<file path="config.mk">
export PLATFORM = sky130hd
export DESIGN_NAME = single_wire_sensor_frame_decoder_unit
export DESIGN_NICKNAME = d
export VERILOG_FILES = /design/src/swsfd_pkg.sv /design/src/single_wire_sensor_frame_decoder_unit.sv
export SDC_FILE = /design/constraint.sdc
export NUM_CORES = 1
export LEC_CHECK = 0
export ABC_AREA = 1
export BUFFER_PORTS_ARGS = -buffer_cell sky130_fd_sc_hd__buf_2
export CORE_MARGIN = 1
export CORE_UTILIZATION = 35
export DETAILED_ROUTE_END_ITERATION = 8
export GPL_ROUTABILITY_DRIVEN = 0
export MAX_ROUTING_LAYER = met4
export SLEW_MARGIN = 15
export SYNTH_ARGS = -nofsm -noshare
export SYNTH_HDL_FRONTEND = slang
export SYNTH_SLANG_ARGS = --single-unit
export TNS_END_PERCENT = 100
</file>
<file path="constraint.sdc">
create_clock -name clk -period 3.9 [get_ports clk]
set_clock_uncertainty 0.15 [all_clocks]
set_input_delay 0.585 -clock clk [delete_from_list [all_inputs] [get_ports clk]]
set_output_delay 0.585 -clock clk [all_outputs]
set_load 0.03 [all_outputs]
</file>
<file path="src/swsfd_pkg.sv">
`timescale 1ns / 1ps
// ----------------------------------------------------------------------------
// Single-wire sensor frame decoder package
// Shared payload types, register indexes and sizing constants.
// ----------------------------------------------------------------------------
package swsfd_pkg;

    localparam int FREQ_W         = 26;
    localparam int CAPTURE_W      = 16;
    localparam int FRAME_BITS     = 40;
    localparam int BIT_COUNT_W    = 6;
    localparam int CFG_INDEX_W    = 3;
    localparam int TIMER_CLOCK_HZ = 64000000;

    localparam logic [CFG_INDEX_W-1:0] REG_START_LOW  = 3'd0;
    localparam logic [CFG_INDEX_W-1:0] REG_START_HIGH = 3'd1;
    localparam logic [CFG_INDEX_W-1:0] REG_ZERO_LOW   = 3'd2;
    localparam logic [CFG_INDEX_W-1:0] REG_ZERO_HIGH  = 3'd3;
    localparam logic [CFG_INDEX_W-1:0] REG_ONE_LOW    = 3'd4;
    localparam logic [CFG_INDEX_W-1:0] REG_ONE_HIGH   = 3'd5;

    typedef struct packed {
        logic [CAPTURE_W-1:0] capture;
        logic                 frame_end;
    } in_t;

    typedef struct packed {
        logic               ok;
        logic [15:0]        humidity_tenths;
        logic signed [15:0] temperature_tenths;
    } out_t;

endpackage

</file>
<file path="src/single_wire_sensor_frame_decoder_unit.sv">
`timescale 1ns / 1ps
// ----------------------------------------------------------------------------
// Single-wire sensor frame decoder
// Turns timer capture stamps into humidity and temperature readings.
// ----------------------------------------------------------------------------
// Usage: each transfer on the input channel carries one capture stamp and a
// frame_end flag. Every stamp after the first of a frame forms a pulse whose
// frequency is found by a bit-serial restoring divider, one quotient bit per
// cycle. The pulse is then matched against the start, one and zero windows
// set through the configuration port, which may only be written while idle.
// A stamp that forms a pulse is loaded, goes through 26 divider steps and
// is classified before the next stamp can be taken. The first stamp of a
// frame is only recorded, and a stamp with frame_end set also passes
// through the emit state. The stamp with frame_end set produces one result
// transfer, loaded into the output register from the emit state once that
// register is free. The result sits in an output register; while the
// receiver stalls it holds, and a further frame_end waits for it to drain.
// Input stall is high while a stamp is being worked on.
// Reset clears the frame state, the result valid flag and all window
// registers to zero.
// ----------------------------------------------------------------------------
module single_wire_sensor_frame_decoder_unit #(
    parameter int TIMER_CLOCK_HZ = swsfd_pkg::TIMER_CLOCK_HZ
) (
    input  logic                                clk,
    input  logic                                rst_n,
    input  logic                                cfg_write,
    input  logic [swsfd_pkg::CFG_INDEX_W-1:0]   cfg_index,
    input  logic [swsfd_pkg::FREQ_W-1:0]        cfg_data,
    input  logic                                in_valid,
    output logic                                in_stall,
    input  swsfd_pkg::in_t                      in_data,
    output logic                                out_valid,
    input  logic                                out_stall,
    output swsfd_pkg::out_t                     out_data
);

    localparam int FW     = swsfd_pkg::FREQ_W;
    localparam int CW     = swsfd_pkg::CAPTURE_W;
    localparam int NB     = swsfd_pkg::FRAME_BITS;
    localparam int BCW    = swsfd_pkg::BIT_COUNT_W;
    localparam int STEP_W = $clog2(FW);

    localparam logic [FW-1:0]     CLOCK_HZ  = FW'(TIMER_CLOCK_HZ);
    localparam logic [STEP_W-1:0] LAST_STEP = STEP_W'(FW - 1);
    localparam logic [BCW-1:0]    BITS_FULL = BCW'(NB);

    localparam logic [1:0] S_IDLE  = 2'd0;
    localparam logic [1:0] S_DIV   = 2'd1;
    localparam logic [1:0] S_CLASS = 2'd2;
    localparam logic [1:0] S_EMIT  = 2'd3;

    logic [FW-1:0] start_low_reg, start_high_reg;
    logic [FW-1:0] zero_low_reg, zero_high_reg;
    logic [FW-1:0] one_low_reg, one_high_reg;

    logic [1:0]        state_reg, state_next;
    logic [CW-1:0]     prev_reg, prev_next;
    logic              have_prev_reg, have_prev_next;
    logic              start_seen_reg, start_seen_next;
    logic [BCW-1:0]    bit_count_reg, bit_count_next;
    logic [NB-1:0]     frame_bits_reg, frame_bits_next;
    logic              last_reg, last_next;
    logic [CW-1:0]     delta_reg, delta_next;
    logic [FW-1:0]     num_reg, num_next;
    logic [CW:0]       rem_reg, rem_next;
    logic [FW-1:0]     quo_reg, quo_next;
    logic [STEP_W-1:0] step_reg, step_next;
    logic              out_valid_reg, out_valid_next;
    swsfd_pkg::out_t   out_data_reg, out_data_next;

    logic          accept;
    logic          out_free;
    logic [CW:0]   trial;
    logic          fits;
    logic [FW-1:0] freq;
    logic          in_start, in_one, in_zero;
    logic [7:0]    b0, b1, b2, b3, b4;
    logic [7:0]    sum;
    logic          frame_ok;
    logic [15:0]   traw;
    logic [15:0]   temp;

    assign in_stall  = (state_reg != S_IDLE);
    assign accept    = in_valid && !in_stall;
    assign out_valid = out_valid_reg;
    assign out_data  = out_data_reg;
    assign out_free  = !out_valid_reg || !out_stall;

    assign trial = {rem_reg[CW-1:0], num_reg[FW-1]};
    assign fits  = (trial >= {1'b0, delta_reg});
    assign freq  = (delta_reg == '0) ? '0 : quo_reg;

    assign in_start = (start_low_reg < freq) && (freq < start_high_reg);
    assign in_one   = (one_low_reg < freq) && (freq < one_high_reg);
    assign in_zero  = (zero_low_reg < freq) && (freq < zero_high_reg);

    assign b0       = frame_bits_reg[39:32];
    assign b1       = frame_bits_reg[31:24];
    assign b2       = frame_bits_reg[23:16];
    assign b3       = frame_bits_reg[15:8];
    assign b4       = frame_bits_reg[7:0];
    assign sum      = b0 + b1 + b2 + b3;
    assign frame_ok = (bit_count_reg == BITS_FULL) && (sum == b4);
    assign traw     = {b2, b3};
    assign temp     = traw[15] ? (16'd0 - {1'b0, traw[14:0]}) : traw;

    always_ff @(posedge clk or negedge rst_n)
    begin
        if (!rst_n)
        begin
            start_low_reg  <= '0;
            start_high_reg <= '0;
            zero_low_reg   <= '0;
            zero_high_reg  <= '0;
            one_low_reg    <= '0;
            one_high_reg   <= '0;
        end
        else if (cfg_write)
        begin
            unique case (cfg_index)
                swsfd_pkg::REG_START_LOW:  start_low_reg  <= cfg_data;
                swsfd_pkg::REG_START_HIGH: start_high_reg <= cfg_data;
                swsfd_pkg::REG_ZERO_LOW:   zero_low_reg   <= cfg_data;
                swsfd_pkg::REG_ZERO_HIGH:  zero_high_reg  <= cfg_data;
                swsfd_pkg::REG_ONE_LOW:    one_low_reg    <= cfg_data;
                swsfd_pkg::REG_ONE_HIGH:   one_high_reg   <= cfg_data;
                default:
                begin
                end
            endcase
        end
    end

    always_comb
    begin
        state_next      = state_reg;
        prev_next       = prev_reg;
        have_prev_next  = have_prev_reg;
        start_seen_next = start_seen_reg;
        bit_count_next  = bit_count_reg;
        frame_bits_next = frame_bits_reg;
        last_next       = last_reg;
        delta_next      = delta_reg;
        num_next        = num_reg;
        rem_next        = rem_reg;
        quo_next        = quo_reg;
        step_next       = step_reg;
        out_valid_next  = out_valid_reg && out_stall;
        out_data_next   = out_data_reg;

        unique case (state_reg)
            S_IDLE:
            begin
                if (accept)
                begin
                    delta_next     = in_data.capture - prev_reg;
                    prev_next      = in_data.capture;
                    have_prev_next = 1'b1;
                    last_next      = in_data.frame_end;
                    num_next       = CLOCK_HZ;
                    rem_next       = '0;
                    quo_next       = '0;
                    step_next      = '0;
                    if (have_prev_reg)
                    begin
                        state_next = S_DIV;
                    end
                    else if (in_data.frame_end)
                    begin
                        state_next = S_EMIT;
                    end
                end
            end
            S_DIV:
            begin
                num_next = {num_reg[FW-2:0], 1'b0};
                rem_next = fits ? (trial - {1'b0, delta_reg}) : trial;
                quo_next = {quo_reg[FW-2:0], fits};
                step_next = step_reg + 1'b1;
                if (step_reg == LAST_STEP)
                begin
                    state_next = S_CLASS;
                end
            end
            S_CLASS:
            begin
                if (!start_seen_reg)
                begin
                    start_seen_next = in_start;
                end
                else if (bit_count_reg < BITS_FULL && (in_one || in_zero))
                begin
                    frame_bits_next = {frame_bits_reg[NB-2:0], in_one};
                    bit_count_next  = bit_count_reg + 1'b1;
                end
                state_next = last_reg ? S_EMIT : S_IDLE;
            end
            S_EMIT:
            begin
                if (out_free)
                begin
                    out_valid_next                   = 1'b1;
                    out_data_next.ok                 = frame_ok;
                    out_data_next.humidity_tenths    = frame_ok ? {b0, b1} : 16'd0;
                    out_data_next.temperature_tenths = frame_ok ? temp : 16'd0;
                    prev_next       = '0;
                    have_prev_next  = 1'b0;
                    start_seen_next = 1'b0;
                    bit_count_next  = '0;
                    frame_bits_next = '0;
                    state_next      = S_IDLE;
                end
            end
            default:
            begin
                state_next = S_IDLE;
            end
        endcase
    end

    always_ff @(posedge clk or negedge rst_n)
    begin
        if (!rst_n)
        begin
            state_reg      <= S_IDLE;
            prev_reg       <= '0;
            have_prev_reg  <= 1'b0;
            start_seen_reg <= 1'b0;
            bit_count_reg  <= '0;
            frame_bits_reg <= '0;
            last_reg       <= 1'b0;
            step_reg       <= '0;
            out_valid_reg  <= 1'b0;
        end
        else
        begin
            state_reg      <= state_next;
            prev_reg       <= prev_next;
            have_prev_reg  <= have_prev_next;
            start_seen_reg <= start_seen_next;
            bit_count_reg  <= bit_count_next;
            frame_bits_reg <= frame_bits_next;
            last_reg       <= last_next;
            step_reg       <= step_next;
            out_valid_reg  <= out_valid_next;
        end
    end

    always_ff @(posedge clk)
    begin
        delta_reg    <= delta_next;
        num_reg      <= num_next;
        rem_reg      <= rem_next;
        quo_reg      <= quo_next;
        out_data_reg <= out_data_next;
    end

    // The bit counter never passes the frame length.
    assert property (@(posedge clk) disable iff (!rst_n)
        bit_count_reg <= BITS_FULL)
        else $error("bit counter beyond frame length");

    // Bits are only collected once the start pulse has been seen.
    assert property (@(posedge clk) disable iff (!rst_n)
        (bit_count_reg != '0) |-> start_seen_reg)
        else $error("bits collected before start pulse");

    // A failed frame reports zero readings.
    assert property (@(posedge clk) disable iff (!rst_n)
        (out_valid && !out_data.ok) |->
            (out_data.humidity_tenths == 16'd0 && out_data.temperature_tenths == 16'sd0))
        else $error("failed frame with nonzero readings");

    // Leaving the emit state always loads a fresh result.
    assert property (@(posedge clk) disable iff (!rst_n)
        (state_reg == S_EMIT && state_next == S_IDLE) |=> out_valid_reg)
        else $error("frame end without result");

    // After its last step the divider hands over to classification.
    assert property (@(posedge clk) disable iff (!rst_n)
        (state_reg == S_DIV && step_reg == LAST_STEP) |=> (state_reg == S_CLASS))
        else $error("divider did not hand over to classification");

endmodule

</file>
==> impl_metrics.tcl, run 1 <==
set metrics [dict create \
    drtPass1Iterations 5 \
    min_delay_path_depth 3 \
    finalSetupTns_ns 0 \
    rsz0062_at_grt "no" \
    largest_reg_flops 40 \
    internal_power_mw 9.975 \
    antenna_found_initial 0 \
    post_cts_buffers 0 \
    fmax_mhz 275.6 \
    total_power_mw 16.85 \
    worstSetupEndpointType "register" \
    routed_wl_um 44300 \
    cts_tree "built" \
    worst-path-buf-inv 2 \
    critPathMostFrequentCell "fa_1" \
    cts_sinks 334 \
    grt_pass1_wl_um 73690 \
    hpwl_um 31500 \
    seq_area_frac_synth 0.4637 \
    fp-row-count 85 \
    dpl_worst_slack_ns 0.1756 \
    syn_area_sq_mm 0.01916 \
    leakagePower_nw 10.60 \
    pwr-share-clk 0.226 \
    drv_cap 0 \
    core_area_sq_mm 0.05392 \
    vias_per_cell 4.839 \
    stdcell_area_sq_mm 0.02178 \
    slew_headroom 0.5270 \
    cts.path.max_buffers 3 \
    min_path_type "in2reg" \
    drive_gt1_frac 0.1137 \
    cts_root_buf "clkbuf_16" \
    htreeDepth 2 \
    initial_utilization 0.3553 \
    cts_buffers 41 \
    nets 2492 \
    first_global_vias 14450 \
    ir_drop_mv 0.3526 \
    grt-ovfl-total 0 \
    arrival_ns 3.90 \
    critical_path.top_delay_family "adder cells" \
    min_period_ns 3.629 \
    antenna_left 0 \
    drt_iter0_drc 997 \
    drc_errors 0 \
    critPathKind "reg2reg" \
    async_flop_share 0.6856 \
    vias 14390 \
    netlist_instances 2147 \
    setup_viol 0 \
    die-area_sq_mm 0.05568 \
    grt_max_degree 90 \
    cp_cell_sequence "fa_1, fa_1, ha_1, inv_1, fa_1, o21ai_0, a21oi_1, nand4_1, a21oi_1, o211ai_1, nor2_1, nand2_2, buf_4, nor2_1" \
    num-fill-cells 5261 \
    place_area_sq_mm 0.02040 \
    synth_cell_types 49 \
    p_seq_frac 0.334 \
    top_usage_layer "met2" \
    pwr-share-comb 0.440 \
    synth.avg_cell_area_sq_um 8.924 \
    use_met3 0.02282 \
    final-max-slew-violation-count 0 \
    area_delta_synth_final_pct 13.69 \
    critPathLaunchType "register" \
    use_met2 0.2643 \
    ys_warn_count 0 \
    met1_usage 0.2197 \
    crit_cells 14 \
    swShare 0.4082 \
    port_buffers 85 \
    crit_slowest_cell "fa_1" \
    fin_crit_sh 0.9304 \
    synth_fp_nets 2395 \
    finalHoldViolations 0 \
    synth_ff_type "dfrtp_1" \
    p_per_area_mw_per_mm2 773.8 \
    diodes 0 \
    die_h_um 236.0 \
    synth-seq-cells 334 \
    synth_edf_count 105 \
    tightest_slew_ns 0.7078 \
    avgRoutedWirePerCell_um 14.90 \
    track_usage 0.1665 \
    ioPinCount 86 \
    cp_max_fo 13 \
    path_clk_slew_ns 0.06 \
    switching_power_mw 6.879 \
    clk_latency_ns 0.56 \
    status "finished, final reports clean" \
    fp.dieW_um 236.0 \
    finalWorstSetupSlack_ns 0.2713 \
    required_ns 4.17 \
    slowest_delay_ns 0.54 \
    r2r_cells 14 \
]
==> synthesized netlist by cell type (7+ instances only) <==
master    count  area share
nand2_1     441       0.086
inv_1       312       0.061
dfrtp_1     229        0.30
o21ai_0     223       0.058
ha_1        181        0.12
nor2_1      172       0.034
edfxtp_1    105        0.16
a21oi_1      97       0.025
nand3_1      57       0.015
nand3_2      49       0.026
clkbuf_1     44      0.0086
xor2_1       34       0.016
nand4_1      25      0.0082
xnor2_1      22       0.010
nor3_1       18      0.0047
fa_1         16       0.017
a211oi_1     15      0.0059
buf_2        12      0.0031
o21bai_1     12      0.0047
or2_2         9      0.0029
a21o_1        7      0.0027
==> final cells by class <==
class / count / area [sq um] / share of cell area
Sequential cell: 334 / 8884 / 0.4078
Multi-Input combinational cell: 1433 / 8762 / 0.4023
Clock buffer: 63 / 1262 / 0.05796
Inverter: 317 / 1192 / 0.05474
Tap cell: 696 / 870.8 / 0.03998
Timing Repair Buffer: 117 / 723.2 / 0.03320
Clock inverter: 13 / 87.58 / 0.004021
==> worst paths after layout <==
kind	start	end	slack [ns]
worst min register to register	have_prev_reg	have_prev_reg	0.33
worst min-delay path	in_data[10]	prev_reg[9]	0.11
worst max register to register	frame_bits_reg[9]	out_data[3]	0.27
worst max-delay path	frame_bits_reg[9]	out_data[3]	0.27
min in group asynchronous	rst_n	one_high_reg[19]	0.42
max in group asynchronous	rst_n	frame_bits_reg[22]	2.23
==> per-layer routing <==
layer / wire length (um) / part of all wire / up-vias
met5: 0 / 0 / -
met4: 1102 / 0.025 / 0
met3: 1872 / 0.042 / 78
met2: 20150 / 0.45 / 294
met1: 21180 / 0.48 / 6758
li1: - / - / 7255
==> placed cells by master, fill, tap and decap left out, types with 44 or more instances in the layout <==
cell type	n
nand3_1	55
o21ai_0	222
ha_1	181
dfrtp_1	229
a21oi_1	97
inv_1	311
nand2_1	440
edfxtp_1	105
nor2_1	170
clkbuf_16	44
nand3_2	51
buf_2	84
==> logic make-up after synthesis <==
kind of cell | after synthesis | synth area share
compound gates | 388 | 0.1102
xor+xnor | 56 | 0.02560
fa+ha+maj | 197 | 0.1349
buf+inv | 380 | 0.08045
flops | 334 | 0.4637
simple gates | 792 | 0.1852
==> tightest hold or removal path: cells and delay by family <==
kind	cells	cell delay, ns
buffers and inverters	1	0.09
and+or+nand+nor	1	0.04
AOI/OAI and AO/OA	1	0.05
==> per-stage QoR <==
| stage | util | hold slack, ns | cells |
|---|---|---|---|
| CTS | 0.4036 | 0.07539 | 2973 |
| detailed placement | 0.3784 | 0.3142 | 2896 |
| global placement | 0.3784 | 0.3103 | 2896 |
| floorplan | - | 0.1394 | 2147 |
| finish | 0.4040 | 0.1069 | 2973 |
| global route | 0.4040 | 0.1046 | 2973 |
==> power by group through the flow <==
stage	Combinational [mW]	Clock [mW]	Sequential (mW)
final	7.42	3.80	5.63
after global routing	8.52	4.03	5.77
after CTS	7.46	3.91	5.64
after detailed placement	7.38	0	5.67
after global placement	7.20	0	5.64
after floorplan	5.48	0	5.61
==> what timing repair did <==
item	4_1_cts	5_1_grt
hold buffers	1	0
endpoints found under the hold margin	63	0
setup endpoints to repair	0	76
gates resized for setup	0	7
(Power assumes the default switching activity.)
==> inputs of run 2 (changes only) <==
--- a/config.mk
+++ b/config.mk
@@ -12,6 +12,7 @@
 export DETAILED_ROUTE_END_ITERATION = 8
 export GPL_ROUTABILITY_DRIVEN = 0
 export MAX_ROUTING_LAYER = met4
+export REMOVE_ABC_BUFFERS = 1
 export SLEW_MARGIN = 15
 export SYNTH_ARGS = -nofsm -noshare
 export SYNTH_HDL_FRONTEND = slang
==> run 2 against run 1 <==
Compared with the run above: final area increased by 0.22%; maximum frequency decreased by 1.3%; cell count about the same; sequential cell count unchanged; combinational power increased by 1%; critical path type unchanged.
==> impl_metrics.tcl, run 2 (same netlist as run 1, synthesis figures left out) <==
set metrics [dict create \
    status "finished, final reports clean" \
    cp_cell_sequence "fa_1, fa_1, ha_2, inv_1, fa_1, xnor2_2, xnor2_1, nand4_1, a21oi_2, o211ai_1, nor2_1, nand2_2, buf_12, nor2_1" \
    drive_gt1_frac 0.1195 \
    setup_viol 0 \
    p_seq_frac 0.333 \
    avgRoutedWirePerCell_um 15.45 \
    fp.dieW_um 236.0 \
    layout_commonest_cell "nand2_1" \
    vias_per_cell 4.921 \
    fin_util 0.4049 \
    path_clk_slew_ns 0.06 \
    antenna_left 0 \
    r2r-start "frame_bits_reg[9]" \
    grt-ovfl-total 0 \
    die-area_sq_mm 0.05568 \
    stdcell_area_sq_mm 0.02183 \
    arrival_ns 3.93 \
    leakagePower_nw 10.61 \
    critPathKind "reg2reg" \
    nets 2492 \
    r2r_cells 14 \
    critical_path.top_delay_family "adder cells" \
    first_global_vias 14820 \
    worst-path-buf-inv 2 \
    initial_utilization 0.3553 \
    min_period_ns 3.675 \
    vias 14630 \
    tightest_slew_ns 1.061 \
    final-max-slew-violation-count 0 \
    cp_max_fo 21 \
    placedCellCount 2895 \
    cts_tree "built" \
    crit_cells 14 \
    swShare 0.4091 \
    fp-row-count 85 \
    drtPass1Iterations 7 \
    fin_cells 2972 \
    fin_crit_sh 0.9424 \
    worstSetupEndpointType "register" \
    drc_errors 0 \
    drv_cap 0 \
    slowest_delay_ns 0.52 \
    final_cell_mix "nand2_1, inv_1, dfrtp_1" \
    cts_root_buf "clkbuf_16" \
    cts_buffers 40 \
    place_area_sq_mm 0.02042 \
    finalHoldViolations 0 \
    area_delta_synth_final_pct 13.94 \
    diodes 0 \
    cts.path.max_buffers 3 \
    hpwl_um 32200 \
    critPathLaunchType "register" \
    timing.critical_path.to "out_data[25]" \
    core_area_sq_mm 0.05392 \
    ioPinCount 86 \
    finalWorstSetupSlack_ns 0.2247 \
    internal_power_mw 10.02 \
    antenna_found_initial 0 \
    routed_wl_um 45920 \
    grt_max_degree 97 \
    pwr-share-clk 0.224 \
    dpl_worst_slack_ns 0.1725 \
    track_usage 0.1749 \
    min_path_type "in2reg" \
    clk_latency_ns 0.56 \
    p_per_area_mw_per_mm2 777.0 \
    htreeDepth 2 \
    total_power_mw 16.96 \
    cts_sinks 334 \
    rsz0062_at_grt "yes" \
    reg2reg_to "out_data[25]" \
    ir_drop_mv 0.3453 \
    switching_power_mw 6.939 \
    grt_pass1_wl_um 77050 \
    die_h_um 236.0 \
    fmax_mhz 272.1 \
    slew_headroom 0.2900 \
    drt_iter0_drc 845 \
    cp-startpoint "frame_bits_reg[9]" \
    reg2reg_slack_ns 0.22 \
    crit_slowest_cell "fa_1" \
    critPathMostFrequentCell "fa_1" \
    required_ns 4.16 \
    pwr-share-comb 0.443 \
    port_buffers 85 \
    largest_reg_flops 40 \
]
## run 2: cell count changes in the layout (fill, tap and decap cells not counted), moves of 2 or more
cell	before	now
nor2_1	170	163
nor2_2	4	11
clkinv_1	9	5
clkbuf_16	44	41
buf_12	3	5
bufinv_16	1	3
## run 2: worst min-delay path by stage
stage / start / to / slack [ns] / depth (start not counted)
after floorplan: rst_n / bit_count_reg[0] / 0.14 / 0
after global placement: have_prev_reg / have_prev_reg / 0.31 / 2
after detailed placement: start_high_reg[0] / start_high_reg[0] / 0.32 / 2
after CTS: in_data[9] / prev_reg[8] / 0.09 / 3
after global routing: in_data[9] / prev_reg[8] / 0.12 / 3
final: in_data[9] / prev_reg[8] / 0.12 / 3
## run 2: per-stage QoR
stage | hold slack, ns | setup TNS (ns)
final | 0.1175 | 0
after global routing | 0.1177 | -0.03609
after CTS | 0.08774 | 0
after detailed placement | 0.3241 | 0
after global placement | 0.3106 | 0
after floorplan | 0.1394 | -65.28
## run 2: layer usage
layer | GRT usage | vias to the layer above | share of wire
met5 | - | - | 0
met4 | 0.06278 | 0 | 0.027
met3 | 0.02376 | 75 | 0.038
met2 | 0.2767 | 304 | 0.47
met1 | 0.2287 | 7001 | 0.47
li1 | - | 7246 | -
## run 2: area by class of cell
class / instances / area [sq um]
sequential: 334 / 8884
clock buffer: 60 / 1177
inverter: 317 / 1192
tap: 696 / 870.8
fill: 5310 / 32090
timing repair buffer: 118 / 752.0
clock inverter: 14 / 157.7
multi-input combinational: 1433 / 8796
## run 2: repair_timing
item / in CTS / in global routing
setup endpoints to repair: 0 / 72
setup buffers: 0 / 2
endpoints found under the hold margin: 92 / 0
hold buffers: 1 / 0
gates resized for setup: 0 / 16
## run 2: power groups by stage
| stage | clock (mW) | sequential, mW | combinational, mW |
|---|---|---|---|
| finish | 3.80 | 5.64 | 7.52 |
| global route | 4.04 | 5.78 | 8.65 |
| CTS | 3.91 | 5.64 | 7.51 |
| detailed placement | 0 | 5.69 | 7.45 |
| global placement | 0 | 5.66 | 7.27 |
| floorplan | 0 | 5.62 | 5.35 |
## run 2: tightest hold or removal path, cell delays in order
cell     delay, ns
buf_2         0.09
nand2_1       0.04
o21ai_0       0.06
==> inputs of run 3 (changes only) <==
==> constraint.sdc (replaced) <==
create_clock -name clk -period 4.6 [get_ports clk]
set_clock_uncertainty 0.15 [all_clocks]
set_input_delay 0.69 -clock clk [delete_from_list [all_inputs] [get_ports clk]]
set_output_delay 0.69 -clock clk [all_outputs]
set_load 0.03 [all_outputs]
==> run 3 against run 2 <==
Compared with the run above: first-iteration DRC count shrank 9.8%; critical path depth unchanged; final area shrank 0.69%; die area unchanged; utilization fell by 0.28 points; cell count is 0.50% lower; wire length shrank 2.7%; non-clock buffer count decreased by 16; critical path type unchanged; critical endpoint is now out_data[26]; highest routed layer unchanged.
==> impl_metrics.tcl, run 3 (same netlist as run 1, synthesis figures left out) <==
set metrics [dict create \
    status "finished, final reports clean" \
    holdWs_ns 0.03114 \
    finalSetupTns_ns 0 \
    slowest_delay_ns 0.53 \
    grt_pass1_wl_um 74120 \
    pwr-share-clk 0.234 \
    fin_cells 2957 \
    cp_cell_sequence "fa_1, fa_1, ha_1, inv_1, fa_1, o21ai_0, xor2_1, inv_1, a21oi_1, o211ai_1, nor2_1, nand2_1, buf_4, nor2_1" \
    fp.dieW_um 236.0 \
    hpwl_um 31620 \
    finalHoldViolations 0 \
    p_seq_frac 0.337 \
    nets 2476 \
    placedCellCount 2882 \
    ir_drop_mv 0.3139 \
    initial_utilization 0.3553 \
    drive_gt1_frac 0.1093 \
    antenna_found_initial 1 \
    htreeDepth 2 \
    avgRoutedWirePerCell_um 15.11 \
    cp_max_fo 19 \
    leakagePower_nw 10.54 \
    die-area_sq_mm 0.05568 \
    tightest_slew_ns 1.085 \
    routed_wl_um 44700 \
    drc_errors 0 \
    path_clk_slew_ns 0.06 \
    p_per_area_mw_per_mm2 660.5 \
    slew_headroom 0.2744 \
    ioPinCount 86 \
    min_path_type "in2async" \
    drtPass1Iterations 5 \
    cts_tree "built" \
    drt_iter0_drc 762 \
    layout_commonest_cell "nand2_1" \
    vias 14360 \
    final-max-slew-violation-count 0 \
    fin_util 0.4020 \
    cts_sinks 334 \
    critPathKind "reg2reg" \
    worstSetupEndpointType "register" \
    cts.path.max_buffers 3 \
    pwr-share-comb 0.430 \
    cts-resized-gates 0 \
    vias_per_cell 4.858 \
    critical_path.top_delay_family "adder cells" \
    r2r_cells 14 \
    arrival_ns 4.45 \
    fin_crit_sh 0.9129 \
    grt_max_degree 102 \
    finalWorstSetupSlack_ns 0.4007 \
    worst-path-buf-inv 3 \
    die_h_um 236.0 \
    final_cell_mix "nand2_1, inv_1, dfrtp_1" \
    drv_cap 0 \
    cts_hold_repair.buffers 0 \
    cts_buffers 40 \
    antenna_left 0 \
    dpl_worst_slack_ns 0.4566 \
    internal_power_mw 8.517 \
    critPathLaunchType "register" \
    largest_reg_flops 40 \
    track_usage 0.1688 \
    first_global_vias 14430 \
    port_buffers 85 \
    swShare 0.4052 \
    fp-row-count 85 \
    critPathMostFrequentCell "fa_1" \
    core_area_sq_mm 0.05392 \
    switching_power_mw 5.803 \
    cts_root_buf "clkbuf_16" \
    fmax_mhz 238.1 \
    rsz0062_at_grt "no" \
    min_period_ns 4.199 \
    required_ns 4.85 \
    grt-ovfl-total 0 \
    crit_cells 14 \
    crit_slowest_cell "fa_1" \
    post_cts_buffers 0 \
    setup_viol 0 \
    clk_latency_ns 0.57 \
    area_delta_synth_final_pct 13.15 \
]
run 3: changes by cell type in the layout (fill, tap and decap cells not counted), moves of 2 or more:
| cell | previous run | this run |
|---|---|---|
| buf_12 | 5 | 2 |
| buf_4 | 26 | 15 |
| bufinv_16 | 3 | 6 |
| clkbuf_1 | 11 | 9 |
| clkbuf_8 | 8 | 2 |
| clkinv_2 | 3 | 5 |
| inv_6 | 2 | 5 |
| nor2_1 | 163 | 170 |
| nor2_2 | 11 | 4 |
run 3: power groups by stage:
stage | combinational, mW | clock, mW | sequential [mW]
final | 6.16 | 3.34 | 4.82
after global routing | 7.07 | 3.55 | 4.93
after CTS | 6.21 | 3.45 | 4.82
after detailed placement | 6.14 | 0 | 4.87
after global placement | 6.00 | 0 | 4.84
after floorplan | 4.53 | 0 | 4.77
run 3: path summary, 6_finish.rpt:
path	start	endpoint	slack [ns]
setup / recovery	frame_bits_reg[9]	out_data[26]	0.40
hold / removal	rst_n	start_high_reg[0]	0.03
setup reg to reg	frame_bits_reg[9]	out_data[26]	0.40
hold reg to reg	zero_high_reg[17]	zero_high_reg[17]	0.33
max in group asynchronous	rst_n	frame_bits_reg[0]	3.16
min in group clk	in_data[8]	prev_reg[7]	0.21
run 3: worst register-to-register path: stages, from the launching register on:
cell,delay [ns]
dfrtp_1,0.46
fa_1,0.53
fa_1,0.53
ha_1,0.16
inv_1,0.05
fa_1,0.39
o21ai_0,0.29
xor2_1,0.19
inv_1,0.07
a21oi_1,0.15
o211ai_1,0.10
nor2_1,0.10
nand2_1,0.40
buf_4,0.36
nor2_1,0.11
run 3: cell type report:
type / count / area (sq um)
well taps: 696 / 870.8
flip-flops and latches: 334 / 8884
repair buffers: 102 / 588.1
diodes: 1 / 2.502
multi-input cells: 1433 / 8757
clock buffers: 53 / 1112
clock inverters: 21 / 274.0
fillers: 5318 / 32240
inverters: 317 / 1190
run 3: metal layers:
| metal | track usage | vias up | part of all wire |
|---|---|---|---|
| met1 | 0.2177 | 6826 | 0.47 |
| met4 | 0.06120 | 0 | 0.029 |
| met5 | - | - | 0 |
| li1 | - | 7217 | - |
| met3 | 0.02235 | 84 | 0.031 |
| met2 | 0.2709 | 237 | 0.47 |
run 3: stage by stage:
step	power [mW]	area [sq um]
2_1_floorplan	9.299	18810
3_3_place_gp	10.83	20290
3_5_place_dp	11.01	20290
4_1_cts	14.48	21680
5_1_grt	15.56	21680
6_report	14.32	21680
